## config.mk

```make
export PLATFORM = sky130hd
export DESIGN_NAME = scfl_alu
export DESIGN_NICKNAME = d
export VERILOG_FILES = /design/src/hw/rtl/size_class_free_list_allocator_unit_macros.svh /design/src/hw/rtl/scfl_pkg.sv /design/src/hw/rtl/scfl_alu.sv
export SDC_FILE = /design/constraint.sdc
export NUM_CORES = 1
export LEC_CHECK = 0
export BUFFER_PORTS_ARGS = -buffer_cell sky130_fd_sc_hd__buf_4
export CORE_MARGIN = 2
export CORE_UTILIZATION = 30
export DETAILED_ROUTE_END_ITERATION = 6
export GPL_TIMING_DRIVEN = 0
export PLACE_DENSITY = 0.62
export SLEW_MARGIN = 20
export SYNTH_ARGS = -nofsm -noshare
export SYNTH_HDL_FRONTEND = slang
export SYNTH_SLANG_ARGS = --single-unit
export TNS_END_PERCENT = 30
```

## constraint.sdc

```tcl
create_clock -name vclk -period 11.4
set_input_delay 2.28 -clock vclk [all_inputs]
set_output_delay 2.28 -clock vclk [all_outputs]
set_load 0.005 [all_outputs]
```

## src/hw/rtl/size_class_free_list_allocator_unit_macros.svh

```systemverilog
// Assertion helpers for the allocator RTL.
`ifndef SIZE_CLASS_FREE_LIST_ALLOCATOR_UNIT_MACROS_SVH
`define SIZE_CLASS_FREE_LIST_ALLOCATOR_UNIT_MACROS_SVH

`ifndef SYNTHESIS
// Clocked property on clk, off while rst_n is low.
`define SCFL_ASSERT(lbl, prop, msg) \
  lbl: assert property (@(posedge clk) disable iff (!rst_n) prop) else $error(msg);
// Same-cycle implication on clk, off while rst_n is low.
`define SCFL_ASSERT_IMPL(lbl, ante, cons, msg) \
  lbl: assert property (@(posedge clk) disable iff (!rst_n) (ante) |-> (cons)) else $error(msg);
`else
`define SCFL_ASSERT(lbl, prop, msg)
`define SCFL_ASSERT_IMPL(lbl, ante, cons, msg)
`endif

`endif

```

## src/hw/rtl/scfl_pkg.sv

```systemverilog
`default_nettype none
package scfl_pkg;

  // Defaults for the top-level parameters.
  localparam int unsigned DEF_STORE_BYTES    = 1048576;
  localparam int unsigned DEF_PAGE_BYTES     = 4096;
  localparam int unsigned DEF_MIN_CLASS_LOG2 = 4;
  localparam int unsigned DEF_MAX_CLASS_LOG2 = 16;

  // Fixed field widths.
  localparam int unsigned REQ_W    = 18;
  localparam int unsigned OFF_W    = 20;
  localparam int unsigned HEAD_W   = 21;
  localparam int unsigned FREE_W   = 22;
  localparam int unsigned STATUS_W = 2;
  localparam int unsigned ALU_W    = 32;

  localparam logic [HEAD_W-1:0] EMPTY_MARK = {HEAD_W{1'b1}};

  localparam logic OP_ALLOC = 1'b0;
  localparam logic OP_FREE  = 1'b1;

  localparam logic [STATUS_W-1:0] ST_OK       = 2'd0;
  localparam logic [STATUS_W-1:0] ST_OVERSIZE = 2'd1;
  localparam logic [STATUS_W-1:0] ST_FULL     = 2'd2;

  // Request to the shared adder.
  typedef struct packed {
    logic [ALU_W-1:0] a;
    logic [ALU_W-1:0] b;
    logic             sub;
  } alu_req_t;

endpackage
`default_nettype wire

```

## src/hw/rtl/scfl_alu.sv

```systemverilog
`default_nettype none
module scfl_alu (
  input  scfl_pkg::alu_req_t          req,
  output logic [scfl_pkg::ALU_W-1:0]  sum
);
  import scfl_pkg::*;

  // a + b, or a - b as a + ~b + 1
  assign sum = req.a + (req.sub ? ~req.b : req.b) + ALU_W'(req.sub);

endmodule
`default_nettype wire

```

==> results.json <==
{
  "die_h_um": 92.43,
  "timing.setup.tns_ns": 0,
  "grt_max_degree": 11,
  "wl_met1_um": 3053,
  "min_period_ns": 7.375,
  "critical_path_class": "in -> out",
  "setup_viol_count_final": 0,
  "design.seq.count": 0,
  "power_density_mw_per_mm2": 86.36,
  "wl_met3_um": 534,
  "fmax_mhz": 135.6,
  "viasPerCell": 5.190,
  "maxCapViolCount": 0,
  "clkbuf_count": 0,
  "hpwlAfterDp_um": 6007,
  "timing.final.crit_share_pct": 64.70,
  "ant_nets": 0,
  "dp.cells": 527,
  "grt-ovfl-total": 0,
  "fp.dieW_um": 92.43,
  "vias": 2735,
  "portBuffers": 96,
  "power.total_mw": 0.2759,
  "hold_slack_ns": 4.855,
  "yosys_warnings": 0,
  "synth_cell_types": 57,
  "antenna_found_initial": 0,
  "crit_end": "sum[26]",
  "firstDrtPassIters": 4,
  "drcViolationCount": 0,
  "start_kind": "input pin",
  "syn_area_mm2": 0.002346,
  "endpoint_kind": "output pin",
  "routedWlPerCell_um": 13.16,
  "wl_met2_um": 3333,
  "drtIter0Drc": 142,
  "start_util_pct": 30.68,
  "leakage_nw": 1.481,
  "netlist_instances": 329,
  "wl_um": 6933,
  "top_layer_used": "met4",
  "area_growth_pct": 36.16,
  "diodes": 0,
  "synth-seq-area-share_pct": 0,
  "arrival_ns": 5.10,
  "cts_hold_buf": 0,
  "status": "complete, no violations",
  "io_pins": 97,
  "worst_pin_slew_ns": 0.7678,
  "slew_viol_final": 0,
  "fin_cells": 527,
  "final-hold-violation-count": 0,
  "fillCellCount": 824,
  "rsz0062_at_grt": "no",
  "crit_fanout": 10,
  "drive_gt1_share_pct": 27.53,
  "cp.required_ns": 9.12,
  "synth_nets": 428,
  "postCtsSetupBuffers": 0,
  "maxSlewHeadroom_pct": 48.82,
  "row_count": 32,
  "crit_path_start": "req[0]",
  "seqCellArea_um2": 0,
  "syn_avg_cell_area_um2": 7.131,
  "grt_pass1_wl_um": 11270,
  "hp-class": "in -> out",
  "ir_drop_uv": 34.65,
  "place_congestion": 0.8783,
  "cts_resized": 0,
  "die_area_mm2": 0.008543,
  "grt_use_total_pct": 15.40,
  "grt_pass1_vias": 2618,
  "core_area_mm2": 0.007647,
  "fin_nets": 526
}
[area by class of cell]
class / count / area, um2 / area share (%)
multi-input cells: 306 / 2245 / 70.27
well taps: 102 / 127.6 / 3.995
repair buffers: 96 / 720.7 / 22.56
plain buffers: 11 / 56.30 / 1.763
inverters: 12 / 45.04 / 1.410
[how the worst min path moves through the flow]
stage | depth (start not counted) | slack, ns | startpoint | endpoint
6_report | 3 | 4.85 | req[33] | sum[0]
5_1_grt | 3 | 4.87 | req[33] | sum[0]
4_1_cts | 3 | 4.86 | req[33] | sum[0]
3_5_place_dp | 3 | 4.85 | req[33] | sum[0]
3_3_place_gp | 3 | 4.85 | req[33] | sum[0]
2_1_floorplan | 1 | 4.61 | req[1] | sum[0]
[layout by cell type (no fill, tap or decap), types with 3 or more instances in the layout]
cell      Yosys  layout
a21o_1        5       5
nor2_1       26      26
nand2b_1      3       3
inv_1        12      12
ha_1         33      33
nor3_1        8       8
a21oi_2       4       4
a31oi_1       5       5
o211ai_1      5       5
buf_4         1      97
xor2_1       39      39
a41o_1        3       3
a21oi_1      29      29
o31ai_1       3       3
nand3_1       8       8
xnor2_1      20      20
nand4_1       6       6
a211oi_1      5       5
o21bai_1      4       4
clkbuf_1      6       6
nor2b_1       5       5
o21a_1        3       3
nand2_1      39      39
o21ai_0      19      19
[synthesized netlist by cell type (all sizes together) (3+ instances only)]
cell     instances  area [um2]
nand4            6       37.54
nor3            10       60.06
inv             12       45.04
o21ai           21       116.4
clkbuf           7       27.52
a21o             5       37.54
o311ai           3       43.80
nand3            8       40.04
xnor2           20       175.2
nor2            27       103.9
a211oi           5       37.54
o31ai            4       35.03
nand2           39       146.4
o21a             3       22.52
ha              33       412.9
a31oi            6       52.55
o211ai           5       37.54
a41o             3       30.03
xor2            39       341.6
o21bai           4       30.03
a21oi           33       180.2
a2111oi          3       45.05
buf              4       28.78
nor2b            5       31.28
nand2b           3       18.77
[routing by layer]
metal  global-route usage (%)  up-vias
met3                    1.627        2
met2                    28.22       83
met5                        0        -
met4                   0.3731        0
li1                         -     1396
met1                    20.47     1254
[power by group]
group	internal (mW)	leakage [nW]	switching (mW)
registers	0	0	0
clock network	0	0	0
logic	0.134	1.48	0.142
total	0.134	1.48	0.142
[metrics by stage]
stage	area [um2]	setup WS, ns	util [%]
after floorplan	2346	4.586	-
after global placement	3194	3.950	41.77
after detailed placement	3194	3.960	41.77
after CTS	3194	3.952	41.77
after global routing	3194	3.732	41.77
final	3194	4.025	41.77
[worst max-delay path: stages]
cell and delay (ns):
buf_6 0.10, clkbuf_1 0.58, xor2_1 0.15, ha_1 0.37, a211oi_1 0.32, o21ai_0 0.21
a41o_1 0.32, or4_1 0.42, nor2_1 0.11, a311oi_1 0.06, buf_4 0.17
[logic make-up (layout without fill, tap and decap cells)]
kind of cell / after synthesis / count (layout) / share of synthesized area [%]
compound gates: 104 / 104 / 32.43
mux: 2 / 2 / 1.387
fa+ha+maj: 34 / 34 / 18.45
simple gates: 107 / 107 / 21.39
buf+inv: 23 / 119 / 4.320
xor+xnor: 59 / 59 / 22.03
No activity file was read; power rests on OpenSTA's default activity.
